### src/rtl/flc_pkg.sv
// ----------------------------------------------------------------------------
// flc_pkg: shared types and constants for the fault LED blink code block
// Holds the status codes, register indexes, reset values, the state and
// configuration records, and the blink count lookup.
// ----------------------------------------------------------------------------
package flc_pkg;

  // Field widths.
  localparam int StatusW = 4;
  localparam int TickW   = 18;
  localparam int BlinkW  = 4;
  localparam int RegW    = 16;
  localparam int TableW  = 36;
  localparam int CfgIdxW = 3;
  localparam int CfgDataW = TableW;

  // System status codes.
  localparam logic [StatusW-1:0] ST_STANDBY    = 4'd0;
  localparam logic [StatusW-1:0] ST_NORMAL     = 4'd1;
  localparam logic [StatusW-1:0] ST_OVERVOLT   = 4'd2;
  localparam logic [StatusW-1:0] ST_UNDERVOLT  = 4'd3;
  localparam logic [StatusW-1:0] ST_OVERCURR   = 4'd4;
  localparam logic [StatusW-1:0] ST_LOST_STEP  = 4'd5;
  localparam logic [StatusW-1:0] ST_SPEED      = 4'd6;
  localparam logic [StatusW-1:0] ST_IMBALANCE  = 4'd7;
  localparam logic [StatusW-1:0] ST_IPM        = 4'd8;
  localparam logic [StatusW-1:0] ST_ADC        = 4'd9;
  localparam logic [StatusW-1:0] ST_TEMP       = 4'd10;

  // Configuration register indexes.
  typedef enum logic [CfgIdxW-1:0] {
    REG_STANDBY_ON     = 3'd0,
    REG_STANDBY_PERIOD = 3'd1,
    REG_NORMAL_ON      = 3'd2,
    REG_NORMAL_PERIOD  = 3'd3,
    REG_FAULT_HALF     = 3'd4,
    REG_FAULT_GAP      = 3'd5,
    REG_BLINK_TABLE    = 3'd6
  } flc_reg_t;

  // Register reset values.
  localparam logic [RegW-1:0]   RST_STANDBY_ON     = 16'd500;
  localparam logic [RegW-1:0]   RST_STANDBY_PERIOD = 16'd1000;
  localparam logic [RegW-1:0]   RST_NORMAL_ON      = 16'd100;
  localparam logic [RegW-1:0]   RST_NORMAL_PERIOD  = 16'd200;
  localparam logic [RegW-1:0]   RST_FAULT_HALF     = 16'd200;
  localparam logic [RegW-1:0]   RST_FAULT_GAP      = 16'd2000;
  localparam logic [TableW-1:0] RST_BLINK_TABLE    = 36'h987654321;

  typedef struct packed {
    logic [RegW-1:0]   standby_on_ticks;
    logic [RegW-1:0]   standby_period_ticks;
    logic [RegW-1:0]   normal_on_ticks;
    logic [RegW-1:0]   normal_period_ticks;
    logic [RegW-1:0]   fault_half_ticks;
    logic [RegW-1:0]   fault_gap_ticks;
    logic [TableW-1:0] blink_count_table;
  } flc_cfg_t;

  typedef struct packed {
    logic [TickW-1:0]  tick_count;
    logic [BlinkW-1:0] blinks_done;
    logic              led_level;
  } flc_state_t;

  // Blink count of a fault code; zero for codes that are not faults.
  function automatic logic [BlinkW-1:0] blink_count(input logic [TableW-1:0] tbl,
                                                    input logic [StatusW-1:0] status);
    logic [BlinkW-1:0] n;
    unique case (status)
      ST_OVERVOLT:  n = tbl[3:0];
      ST_UNDERVOLT: n = tbl[7:4];
      ST_OVERCURR:  n = tbl[11:8];
      ST_LOST_STEP: n = tbl[15:12];
      ST_SPEED:     n = tbl[19:16];
      ST_IMBALANCE: n = tbl[23:20];
      ST_IPM:       n = tbl[27:24];
      ST_ADC:       n = tbl[31:28];
      ST_TEMP:      n = tbl[35:32];
      default:      n = '0;
    endcase
    return n;
  endfunction

endpackage

### src/rtl/flc_if.sv
// ----------------------------------------------------------------------------
// flc_if: stream channels of the fault LED blink code block
// One interface for the status tick words and one for the LED level words.
// ----------------------------------------------------------------------------
interface flc_status_if;
  logic                         valid;
  logic                         ready;
  logic [flc_pkg::StatusW-1:0]  status;

  modport source (output valid, output status, input ready);
  modport sink   (input valid, input status, output ready);
endinterface

interface flc_led_if;
  logic valid;
  logic ready;
  logic led_on;

  modport source (output valid, output led_on, input ready);
  modport sink   (input valid, input led_on, output ready);
endinterface

### src/rtl/fault_led_blink_code.sv
// ----------------------------------------------------------------------------
// fault_led_blink_code: status LED blink code generator
// Timing: the tick word is registered in the input register, and its LED word
// in the output register. Throughput: one tick word per cycle while the output
// is not stalled; the counter update in flc_step is combinational.
// Reset: counters cleared, LED off, registers at their default timing.
// Turns a stream of status ticks into a steady blink or a fault blink code.
// ----------------------------------------------------------------------------
module fault_led_blink_code (
  input  logic                          clk,
  input  logic                          rst,
  flc_status_if.sink                    in_ch,
  flc_led_if.source                     out_ch,
  input  logic                          cfg_we,
  input  logic [flc_pkg::CfgIdxW-1:0]   cfg_index,
  input  logic [flc_pkg::CfgDataW-1:0]  cfg_data
);

  flc_pkg::flc_cfg_t           cfg;
  flc_pkg::flc_state_t         state;
  flc_pkg::flc_state_t         state_next;
  logic                        s1_valid;
  logic [flc_pkg::StatusW-1:0] s1_status;
  logic                        out_valid;
  logic                        out_led;
  logic                        s1_adv;

  // Configuration registers.
  always_ff @(posedge clk) begin
    if (rst) begin
      cfg.standby_on_ticks     <= flc_pkg::RST_STANDBY_ON;
      cfg.standby_period_ticks <= flc_pkg::RST_STANDBY_PERIOD;
      cfg.normal_on_ticks      <= flc_pkg::RST_NORMAL_ON;
      cfg.normal_period_ticks  <= flc_pkg::RST_NORMAL_PERIOD;
      cfg.fault_half_ticks     <= flc_pkg::RST_FAULT_HALF;
      cfg.fault_gap_ticks      <= flc_pkg::RST_FAULT_GAP;
      cfg.blink_count_table    <= flc_pkg::RST_BLINK_TABLE;
    end else if (cfg_we) begin
      unique case (cfg_index)
        flc_pkg::REG_STANDBY_ON:     cfg.standby_on_ticks     <= cfg_data[15:0];
        flc_pkg::REG_STANDBY_PERIOD: cfg.standby_period_ticks <= cfg_data[15:0];
        flc_pkg::REG_NORMAL_ON:      cfg.normal_on_ticks      <= cfg_data[15:0];
        flc_pkg::REG_NORMAL_PERIOD:  cfg.normal_period_ticks  <= cfg_data[15:0];
        flc_pkg::REG_FAULT_HALF:     cfg.fault_half_ticks     <= cfg_data[15:0];
        flc_pkg::REG_FAULT_GAP:      cfg.fault_gap_ticks      <= cfg_data[15:0];
        flc_pkg::REG_BLINK_TABLE:    cfg.blink_count_table    <= cfg_data;
        default: ;
      endcase
    end
  end

  // Handshake: the input register moves on whenever the output word is free.
  assign s1_adv       = !out_valid || out_ch.ready;
  assign in_ch.ready  = !s1_valid || s1_adv;
  assign out_ch.valid = out_valid;
  assign out_ch.led_on = out_led;

  // Input register.
  always_ff @(posedge clk) begin
    if (rst) begin
      s1_valid <= 1'b0;
    end else if (in_ch.ready) begin
      s1_valid <= in_ch.valid;
    end
  end

  always_ff @(posedge clk) begin
    if (in_ch.ready && in_ch.valid) begin
      s1_status <= in_ch.status;
    end
  end

  flc_step u_step (
    .cfg        (cfg),
    .state      (state),
    .status     (s1_status),
    .state_next (state_next)
  );

  // Blink state and output word, updated as a registered tick leaves stage one.
  always_ff @(posedge clk) begin
    if (rst) begin
      state     <= '0;
      out_valid <= 1'b0;
    end else if (s1_adv) begin
      out_valid <= s1_valid;
      if (s1_valid) begin
        state <= state_next;
      end
    end
  end

  always_ff @(posedge clk) begin
    if (s1_adv && s1_valid) begin
      out_led <= state_next.led_level;
    end
  end

  // Every mode restarts the counter before the top bit is reached.
  a_tick_bound: assert property (@(posedge clk) disable iff (rst)
    !state.tick_count[flc_pkg::TickW-1])
    else $error("tick counter reached its top bit");

  // The blink count only moves on a tick that restarts the counter.
  a_blink_restart: assert property (@(posedge clk) disable iff (rst)
    (!$past(rst) && (state.blinks_done != $past(state.blinks_done)))
      |-> (state.tick_count == '0))
    else $error("blink count changed without a counter restart");

  // Input is held back only when both stages are full and the output stalls.
  a_ready_stall: assert property (@(posedge clk) disable iff (rst)
    !in_ch.ready |-> (s1_valid && out_valid && !out_ch.ready))
    else $error("input stalled while the pipeline could move");

  // A registered tick that moves on always yields an output word.
  a_word_out: assert property (@(posedge clk) disable iff (rst)
    (s1_valid && s1_adv) |=> out_valid)
    else $error("tick word lost between stages");

endmodule

### src/rtl/flc_step.sv
// ----------------------------------------------------------------------------
// flc_step: next-state logic for one tick
// Advances the tick counter and works out the LED level and blink count
// for the given status, from the current state and the configuration.
// ----------------------------------------------------------------------------
module flc_step (
  input  flc_pkg::flc_cfg_t            cfg,
  input  flc_pkg::flc_state_t          state,
  input  logic [flc_pkg::StatusW-1:0]  status,
  output flc_pkg::flc_state_t          state_next
);

  logic [flc_pkg::TickW-1:0]  tick;
  logic [flc_pkg::TickW-1:0]  on_t;
  logic [flc_pkg::TickW-1:0]  period_t;
  logic [flc_pkg::TickW-1:0]  half_t;
  logic [flc_pkg::TickW-1:0]  full_t;
  logic [flc_pkg::TickW-1:0]  gap_t;
  logic [flc_pkg::BlinkW-1:0] n_blinks;
  logic                       is_fault;
  logic                       is_unknown;

  // Every tick first advances the counter.
  assign tick = state.tick_count + flc_pkg::TickW'(1);

  // Steady blink timing: normal has its own pair, everything else uses standby.
  assign on_t     = (status == flc_pkg::ST_NORMAL)
                    ? flc_pkg::TickW'(cfg.normal_on_ticks)
                    : flc_pkg::TickW'(cfg.standby_on_ticks);
  assign period_t = (status == flc_pkg::ST_NORMAL)
                    ? flc_pkg::TickW'(cfg.normal_period_ticks)
                    : flc_pkg::TickW'(cfg.standby_period_ticks);

  assign half_t   = flc_pkg::TickW'(cfg.fault_half_ticks);
  assign full_t   = {1'b0, cfg.fault_half_ticks, 1'b0};
  assign gap_t    = flc_pkg::TickW'(cfg.fault_gap_ticks);
  assign n_blinks = flc_pkg::blink_count(cfg.blink_count_table, status);

  assign is_fault   = (status >= flc_pkg::ST_OVERVOLT) && (status <= flc_pkg::ST_TEMP);
  assign is_unknown = (status > flc_pkg::ST_TEMP);

  always_comb begin
    state_next            = state;
    state_next.tick_count = tick;
    if (is_fault) begin
      // Fault burst: equal on and off halves per blink, then the dark gap.
      if (state.blinks_done < n_blinks) begin
        priority if (tick <= half_t) begin
          state_next.led_level = 1'b1;
        end else if (tick < full_t) begin
          state_next.led_level = 1'b0;
        end else begin
          state_next.tick_count  = '0;
          state_next.blinks_done = state.blinks_done + flc_pkg::BlinkW'(1);
        end
      end else begin
        state_next.led_level = 1'b0;
        if (tick >= gap_t) begin
          state_next.tick_count  = '0;
          state_next.blinks_done = '0;
        end
      end
    end else begin
      // Steady blink; a restart tick keeps the LED level.
      priority if (tick <= on_t) begin
        state_next.led_level = 1'b1;
      end else if (tick < period_t) begin
        state_next.led_level = 1'b0;
      end else begin
        state_next.tick_count = '0;
        if (is_unknown) begin
          state_next.blinks_done = '0;
        end
      end
    end
  end

endmodule

### src/flat_wrapper.sv
// flat-port wrapper written by rule: the top's interface ports become plain ports
module fault_led_blink_code_flat 
  (clk, rst, cfg_we, cfg_index, cfg_data, in_ch_valid, in_ch_status, in_ch_ready, out_ch_valid, out_ch_led_on, out_ch_ready);
  flc_status_if in_ch_i ();
  flc_led_if out_ch_i ();
  input  logic clk;
  input  logic rst;
  input  logic cfg_we;
  input  logic [flc_pkg::CfgIdxW-1:0] cfg_index;
  input  logic [flc_pkg::CfgDataW-1:0] cfg_data;
  input wire logic [$bits(in_ch_i.valid)-1:0] in_ch_valid;
  input wire logic [$bits(in_ch_i.status)-1:0] in_ch_status;
  output wire logic [$bits(in_ch_i.ready)-1:0] in_ch_ready;
  output wire logic [$bits(out_ch_i.valid)-1:0] out_ch_valid;
  output wire logic [$bits(out_ch_i.led_on)-1:0] out_ch_led_on;
  input wire logic [$bits(out_ch_i.ready)-1:0] out_ch_ready;
  assign in_ch_i.valid = in_ch_valid;
  assign in_ch_i.status = in_ch_status;
  assign in_ch_ready = in_ch_i.ready;
  assign out_ch_valid = out_ch_i.valid;
  assign out_ch_led_on = out_ch_i.led_on;
  assign out_ch_i.ready = out_ch_ready;
  fault_led_blink_code u_core (.clk(clk), .rst(rst), .in_ch(in_ch_i), .out_ch(out_ch_i), .cfg_we(cfg_we), .cfg_index(cfg_index), .cfg_data(cfg_data));
endmodule
### config.mk
export PLATFORM = sky130hd
export DESIGN_NAME = fault_led_blink_code_flat
export DESIGN_NICKNAME = d
export VERILOG_FILES = /design/src/rtl/flc_pkg.sv /design/src/rtl/flc_if.sv /design/src/rtl/fault_led_blink_code.sv /design/src/rtl/flc_step.sv /design/src/flat_wrapper.sv
export SDC_FILE = /design/constraint.sdc
export NUM_CORES = 1
export LEC_CHECK = 0
export BUFFER_PORTS_ARGS = -buffer_cell sky130_fd_sc_hd__clkbuf_2
export CELL_PAD_IN_SITES_DETAIL_PLACEMENT = 1
export CELL_PAD_IN_SITES_GLOBAL_PLACEMENT = 1
export CORE_MARGIN = 10
export CORE_UTILIZATION = 42
export CTS_BUF_LIST = sky130_fd_sc_hd__clkbuf_16
export CTS_CLUSTER_DIAMETER = 30
export DETAILED_ROUTE_END_ITERATION = 7
export PLACE_DENSITY = 0.81
export SLEW_MARGIN = 20
export SYNTH_ARGS = -nofsm -noshare
export SYNTH_HDL_FRONTEND = slang
export SYNTH_SLANG_ARGS = --single-unit
### constraint.sdc
create_clock -name clk -period 4.2 [get_ports clk]
set_clock_uncertainty 0.15 [all_clocks]
set_input_delay 0.42 -clock clk [delete_from_list [all_inputs] [get_ports clk]]
set_output_delay 0.42 -clock clk [all_outputs]
set_load 0.03 [all_outputs]
==> results of run 1 <==
==> placed cells by master (no fill, tap or decap), drive strengths merged, types with 4 or more instances in the layout <==
master,count
nand2,298
dfxtp,157
a21oi,120
ha,81
clkbuf,68
inv,56
nand3,53
buf,50
nor2,46
mux2i,37
o21ai,23
nand4,21
nor3,16
and3,14
xnor2,12
o211ai,12
nand2b,11
a31oi,11
nor2b,8
a21o,8
a211oi,8
nand3b,7
a41oi,6
xor2,6
edfxtp,5
or2,5
o21a,4
==> final cells by class <==
class,count,area (µm²)
Sequential cell,162,3290
Fill cell,2517,10500
Inverter,47,176
Tap cell,275,344
Clock inverter,13,161
Multi-Input combinational cell,868,5380
Clock buffer,18,450
Timing Repair Buffer,101,676
==> worst max-delay path by stage <==
stage | slack, ps | startpoint | to
floorplan | 270 | u_core.s1_status[1]$_DFFE_PP_ | u_core.out_ch.led_on$_DFFE_PP_
global placement | -80 | u_core.s1_status[2]$_DFFE_PP_ | u_core.out_ch.led_on$_DFFE_PP_
detailed placement | -230 | u_core.s1_status[1]$_DFFE_PP_ | u_core.state[15]$_SDFFE_PP0P_
CTS | 10 | u_core.s1_status[3]$_DFFE_PP_ | u_core.state[12]$_SDFFE_PP0P_
global route | -70 | u_core.state[7]$_SDFFE_PP0P_ | u_core.state[1]$_SDFFE_PP0P_
finish | 120 | u_core.state[7]$_SDFFE_PP0P_ | u_core.state[2]$_SDFFE_PP0P_
==> sequential cells by signal (all words and copies together) (netlist names) <==
| register | flops |
|---|---|
| u_core.cfg | 132 |
| u_core.out_ch.led_on | 1 |
| u_core.out_ch.valid | 1 |
| u_core.s1_valid | 1 |
| u_core.s1_status | 4 |
| u_core.state | 23 |
==> logic make-up (layout without fill, tap and decap cells) <==
logic type / Yosys count / after routing / synth area share, %
adders and majority gates: 81 / 81 / 11.3
xor gates and xnor gates: 18 / 18 / 1.75
buffers and inverters: 105 / 179 / 4.61
and+or+nand+nor: 496 / 496 / 24.7
AOI/OAI and AO/OA: 233 / 233 / 16.6
DFF: 162 / 162 / 36.6
muxes: 40 / 40 / 4.50
==> power by group through the flow <==
stage                     clock network [mW]  registers (mW)  logic [mW]
final                                   1.66            1.61       0.353
after CTS                               1.66            1.61       0.338
after floorplan                            0            1.64       0.196
after global routing                    1.73            1.61       0.386
after detailed placement                   0            1.65       0.315
after global placement                     0            1.65       0.303
==> through the flow <==
stage | total power, mW | instances | TNS, ps
6_report | 3.62 | 1484 | 0
3_5_place_dp | 1.96 | 1435 | -3060
2_1_floorplan | 1.83 | 1135 | 0
5_1_grt | 3.73 | 1484 | -240
4_1_cts | 3.61 | 1480 | 0
3_3_place_gp | 1.95 | 1435 | -474
==> layer usage <==
layer	track usage (%)	vias to the layer above	routed length (µm)	share of wire, %
li1	-	4085	-	-
met1	27.0	4269	13800	44
met2	36.5	252	15100	48
met3	3.29	71	1310	4.2
met4	8.40	0	1030	3.3
met5	0	-	0	0
==> repair_timing <==
action                                  in CTS  in global routing
gates cloned                                 0                  1
hold buffers                                 0                  1
resized for setup                            5                 11
hold endpoints to repair                     0                  1
pin swaps                                    0                  4
endpoints found under the setup margin      23                 22
buffers inserted                            14                  3
==> summary.md, run 1 <==
| Metric | Value |
|---|---|
| Commonest cells in the netlist | nand2_1 (298), dfxtp_1 (157), a21oi_1 (119) |
| Buf+Inv Stages, Crit Path | 3 |
| Status | finished, final reports clean |
| DR vias/cell | 5.85 |
| Fin nets | 1326 |
| Initial core utilization | 42.8% |
| Vias in the first global route | 9023 |
| Initial antenna violation count | 0 |
| Post-synth EDFFs | 5 |
| Dpl hpwl | 20800 µm |
| Worst r2r src | u_core.state[7]$_SDFFE_PP0P_ |
| DIE HEIGHT | 166 µm |
| MaxCap Viol Count | 0 |
| Slowest cell on the critical path | dfxtp_1 |
| Core Area | 21000 µm² |
| Yosys top cell area share | 35.0% |
| Synth top area cells | dfxtp_1 (35%), nand2_1 (12%), ha_1 (11%), a21oi_1 (6.6%), mux2i_1 (4.1%) |
| Sw Share | 28.4% |
| Total GRT Usage | 21.6% |
| H-tree levels | 4 |
| Clock root cell | clkbuf_16 |
| Hold Vio Cnt, Final | 0 |
| Layout cell share with drive strength beyond 1 | 13.3% |
| CTS tree | yes |
| Reg2reg setup slack | 120 ps |
| Internal power | 2.59 mW |
| IO Pins | 51 |
| Cells after Synth | 1135 |
| Clock share of power | 45.8% |
| Slew Limit Fails | 0 |
| Avg Cell Area, Syn | 7.92 µm² |
| Post-Place Worst Slack | -233 ps |
| Post-synth ARST share | 0% |
| Crit end category | register |
| Max frequency | 245 MHz |
| Residual DRC | 0 |
| Top cell type by total area after synthesis | dfxtp_1 |
| Die width | 166 µm |
| Syn Std Cell Area | 8990 µm² |
| Minimum clock period | 4080 ps |
| Largest stage delay on the critical path | 470 ps |
| Crit path required time | 4330 ps |
| Hold path cells | 1 |
| Worst vdd ir | 274 µV |
| Latest clock arrival within the worst-skew pair | 440 ps |
| Via Count | 8677 |
| Netlist cell types | 73 |
| Final GP Congestion | 0.875 |
| CP Launch Type | register |
| Area Growth Syn to Fin | 16.6% |
| First-pass GRT wire length | 49000 µm |
| Count of final setup violators | 0 |
| Clk slew on worst S/H paths | 70 ps |
| Placed instance area | 9620 µm² |
| CTS sink count | 162 |
| Logic gate share of total power | 9.8% |
| Reg-to-Reg End | u_core.state[2]$_SDFFE_PP0P_ |
| Syn Nets | 1264 |
| R2R cell count | 14 |
| Setup ws final | 115 ps |
| Overflow after GRT | 0 |
| YS warnings | 0 |
| Crit-path cells | nand4_1 > buf_4 > nor3_2 > buf_4 > xnor2_1 > inv_1 > ha_1 > nand4_1 > nor2_1 > a21boi_0 > o31a_1 > o22ai_1 > a2111oi_4 > a311oi_1 |
| CTS Buffer Depth | 2 |
| Total CTS buffers | 17 |
| Synth Flop Type | dfxtp_1 |
| Hold Path End | u_core.s1_status[3]$_DFFE_PP_ |
| Area of the die | 27700 µm² |
| Normalized max-slew margin | 35.2% |
| DR iter-0 viols | 545 |
| Register area share after synthesis | 36.6% |
| Stages on the worst setup path | 14 |
| Final Util | 49.8% |
| Worst Setup Path Type | reg2reg |
| Number of synthesized register bits | 162 |
| P_sw | 1.03 mW |
| Pwr dens | 346 nW/µm² |
| Num rows | 53 |
| Final Cycle Share | 97.3% |
| Largest net degree at the start of global routing | 101 |
| IO buf count | 50 |
| Routed WL per cell | 21.0 µm |
| Leakage power figure | 4.33 nW |
| Worst path arrival time | 4220 ps |
| CP Max Fanout | 7 |
| WL final | 31200 µm |
| Most frequent cell after synthesis | nand2_1 |
| Hold path start | in_ch_status[3] |
| DR pass1 iterations | 5 |
| Post-route cell area | 10500 µm² |
| Worst slew pin tran | 965 ps |
| Hold crit path type | in2reg |
| Hold slack | 8.43 ps |
| DRT antenna net count | 0 |
| N_diodes | 0 |
| CP delay by family, top | compound AO/OA/AOI/OAI gates |
| Sequential share of power | 44.4% |
Power figures use the tool's default switching activity.
==> run 2: changes to the inputs <==
Settings changed: ABC_AREA from default to 1, CAP_MARGIN from default to 20, CORE_UTILIZATION 42 to 41.
==> run 2 against run 1 <==
Effect of this change: worst setup slack better by 170 ps; non-clock buffer count is 33 lower; clock-buffer cell count is 1 lower; synthesized cell count is 9.2% higher; highest routed layer unchanged.
==> summary.md, run 2 <==
| Metric | Value |
|---|---|
| Status | finished, final reports clean |
| Leakage power figure | 4.99 nW |
| Worst vdd ir | 271 µV |
| Clk slew on worst S/H paths | 70 ps |
| Syn Std Cell Area | 9080 µm² |
| H-tree levels | 4 |
| DR iter-0 viols | 465 |
| Avg Cell Area, Syn | 7.33 µm² |
| Worst path arrival time | 4060 ps |
| Initial core utilization | 41.6% |
| Top cell type by total area after synthesis | dfxtp_1 |
| Sequential share of power | 46.2% |
| N_diodes | 0 |
| Residual DRC | 0 |
| Crit path required time | 4340 ps |
| Sw Share | 28.8% |
| Max frequency | 256 MHz |
| Internal power | 2.50 mW |
| Post-synth ARST share | 0% |
| IO Pins | 51 |
| Crit-path cells | ha_1 > nand2_1 > nor2_2 > inv_1 > nor2_1 > inv_1 > nor2_1 > nand3_1 > nor3_1 > xor2_1 > inv_1 > ha_1 > nand2_1 > nor3_1 > nand2_1 > nand2_1 > nand2_1 > nand2_2 > nand2_2 > nor2_4 > nor2_8 > buf_12 > nand3_1 > a21oi_1 |
| Pwr dens | 342 nW/µm² |
| Largest net degree at the start of global routing | 72 |
| Gr busiest metal | met2 |
| Layout cell share with drive strength beyond 1 | 12.3% |
| IO buf count | 50 |
| Final GP Congestion | 0.827 |
| CP Launch Type | register |
| Commonest non-fill, non-tap cells in the layout | nand2_1 (241), nor2_1 (196), dfxtp_1 (157) |
| Worst Setup Path Type | reg2reg |
| Initial antenna violation count | 0 |
| Latest clock arrival within the worst-skew pair | 450 ps |
| CTS sink count | 162 |
| Largest stage delay on the critical path | 360 ps |
| Post-route cell area | 10300 µm² |
| Global-route met2 utilization | 32.7% |
| DR pass1 iterations | 5 |
| DIE HEIGHT | 169 µm |
| Commonest cells in the netlist | nand2_1 (241), nor2_1 (200), dfxtp_1 (157) |
| Most flops, register | u_core.cfg |
| DRT antenna net count | 0 |
| Hold Vio Cnt, Final | 0 |
| WL final | 28000 µm |
| Syn Nets | 1368 |
| Max reg flops | 132 |
| Normalized max-slew margin | 34.4% |
| Grt met1 use | 24.4% |
| Worst slew pin tran | 977 ps |
| Buf+Inv Stages, Crit Path | 4 |
| Final Cycle Share | 93.2% |
| Synth top area cells | dfxtp_1 (35%), ha_1 (11%), nand2_1 (10%), nor2_1 (8.3%), o21ai_0 (5.4%) |
| P_sw | 1.01 mW |
| Most frequent cell after synthesis | nand2_1 |
| Post-synth EDFFs | 5 |
| Num rows | 54 |
| Unrepaired setup endpoints after global routing | true |
| Slew Limit Fails | 0 |
| Via Count | 8368 |
| Routed WL per cell | 17.8 µm |
| CTS Buffer Depth | 2 |
| Slowest cell on the critical path | dfxtp_1 |
| Total CTS buffers | 17 |
| MaxCap Viol Count | 0 |
| Yosys top cell area share | 34.6% |
| Total GRT Usage | 19.3% |
| Netlist cell types | 43 |
| Placed instance area | 9590 µm² |
| YS warnings | 0 |
| Synth Flop Type | dfxtp_1 |
| Fin nets | 1411 |
| Number of synthesized register bits | 162 |
| Core Area | 21800 µm² |
| Hold crit path type | in2reg |
| Overflow after GRT | 0 |
| Area of the multi-input gates | 5100 µm² |
| Dpl hpwl | 19600 µm |
| Area Growth Syn to Fin | 12.9% |
| Register area share after synthesis | 36.3% |
| Setup ws final | 287 ps |
| First-pass GRT wire length | 44900 µm |
| Clock share of power | 44.3% |
| Vias in the first global route | 8752 |
| CTS tree | yes |
| Die width | 169 µm |
| Most used cell, CP | nand2_1 |
| DR vias/cell | 5.31 |
| Sequential Area | 3290 µm² |
| Commonest non-fill, non-tap cell in the layout | nand2_1 |
| CP Max Fanout | 11 |
| Cells after Synth | 1239 |
| Count of final setup violators | 0 |
| Global routing usage on met3 | 2.66% |
| Logic gate share of total power | 9.5% |
| Post-Place Worst Slack | 343 ps |
| Final Util | 47.0% |
| Fillers | 2778 |
| Crit end category | register |
| Biggest regs | u_core.cfg (132), u_core.state (23), u_core.s1_status (4) |
| Area of the die | 28500 µm² |
| Clock root cell | clkbuf_16 |
| Minimum clock period | 3910 ps |
| CP delay by family, top | simple AND/OR/NAND/NOR gates |
==> run 2: metrics by stage <==
step                      instances  power [mW]  setup TNS, ps  hold WS, ps
after floorplan                1239        1.85              0          275
after global placement         1536        1.96              0          287
after detailed placement       1537        1.98              0          297
after CTS                      1572        3.52              0         4.48
after global routing           1575        3.63          -80.1         4.31
final                          1575        3.51              0         11.7
==> run 2: timing repair <==
action | in CTS | in global routing
hold endpoints to repair | 3 | 0
hold buffers | 3 | 0
endpoints found under the setup margin | 0 | 5
setup buffers | 0 | 3
resized for setup | 0 | 4
==> run 2: path summary, 6_finish.rpt <==
check	start	endpoint	slack (ps)	cells after the start
min	in_ch_status[1]	u_core.s1_status[1]$_DFFE_PP_	10	1
min reg2reg	u_core.cfg[121]$_SDFFE_PP1P_	u_core.cfg[121]$_SDFFE_PP1P_	310	2
max reg2reg	u_core.state[6]$_SDFFE_PP0P_	u_core.state[9]$_SDFFE_PP0P_	290	24
max	u_core.state[6]$_SDFFE_PP0P_	u_core.state[9]$_SDFFE_PP0P_	290	24
==> run 2: routing by layer <==
metal  wire length [µm]  vias to the layer above
li1                   -                     4141
met3                849                       46
met5                  0                        -
met2              13500                      135
met4                634                        0
met1              13000                     4046
==> run 2: cell type report <==
type / instances / share of cell area, %
multi-input cells: 903 / 49.7
flip-flops and latches: 162 / 32.1
inverters: 130 / 4.77
repair buffers: 68 / 4.27
clock buffers: 17 / 4.15
well taps: 280 / 3.42
clock inverters: 15 / 1.53
==> run 2: logic make-up (layout without fill, tap and decap cells) <==
kind of cell | after synthesis | after routing | synth area share [%]
AO/OA/AOI/OAI | 216 | 216 | 13.6
XOR/XNOR | 13 | 13 | 1.34
adder cells (fa/ha/maj) | 81 | 81 | 11.2
buffers and inverters | 174 | 230 | 7.75
flip-flops | 162 | 162 | 36.3
multiplexers | 30 | 30 | 3.32
AND/OR/NAND/NOR | 563 | 563 | 26.6
==> run 2: power by group through the flow <==
| stage | Combinational [mW] | Clock [mW] | Sequential, mW |
|---|---|---|---|
| 6_report | 0.332 | 1.55 | 1.62 |
| 5_1_grt | 0.373 | 1.63 | 1.63 |
| 4_1_cts | 0.331 | 1.57 | 1.62 |
| 3_5_place_dp | 0.321 | 0 | 1.65 |
| 3_3_place_gp | 0.306 | 0 | 1.65 |
| 2_1_floorplan | 0.199 | 0 | 1.65 |
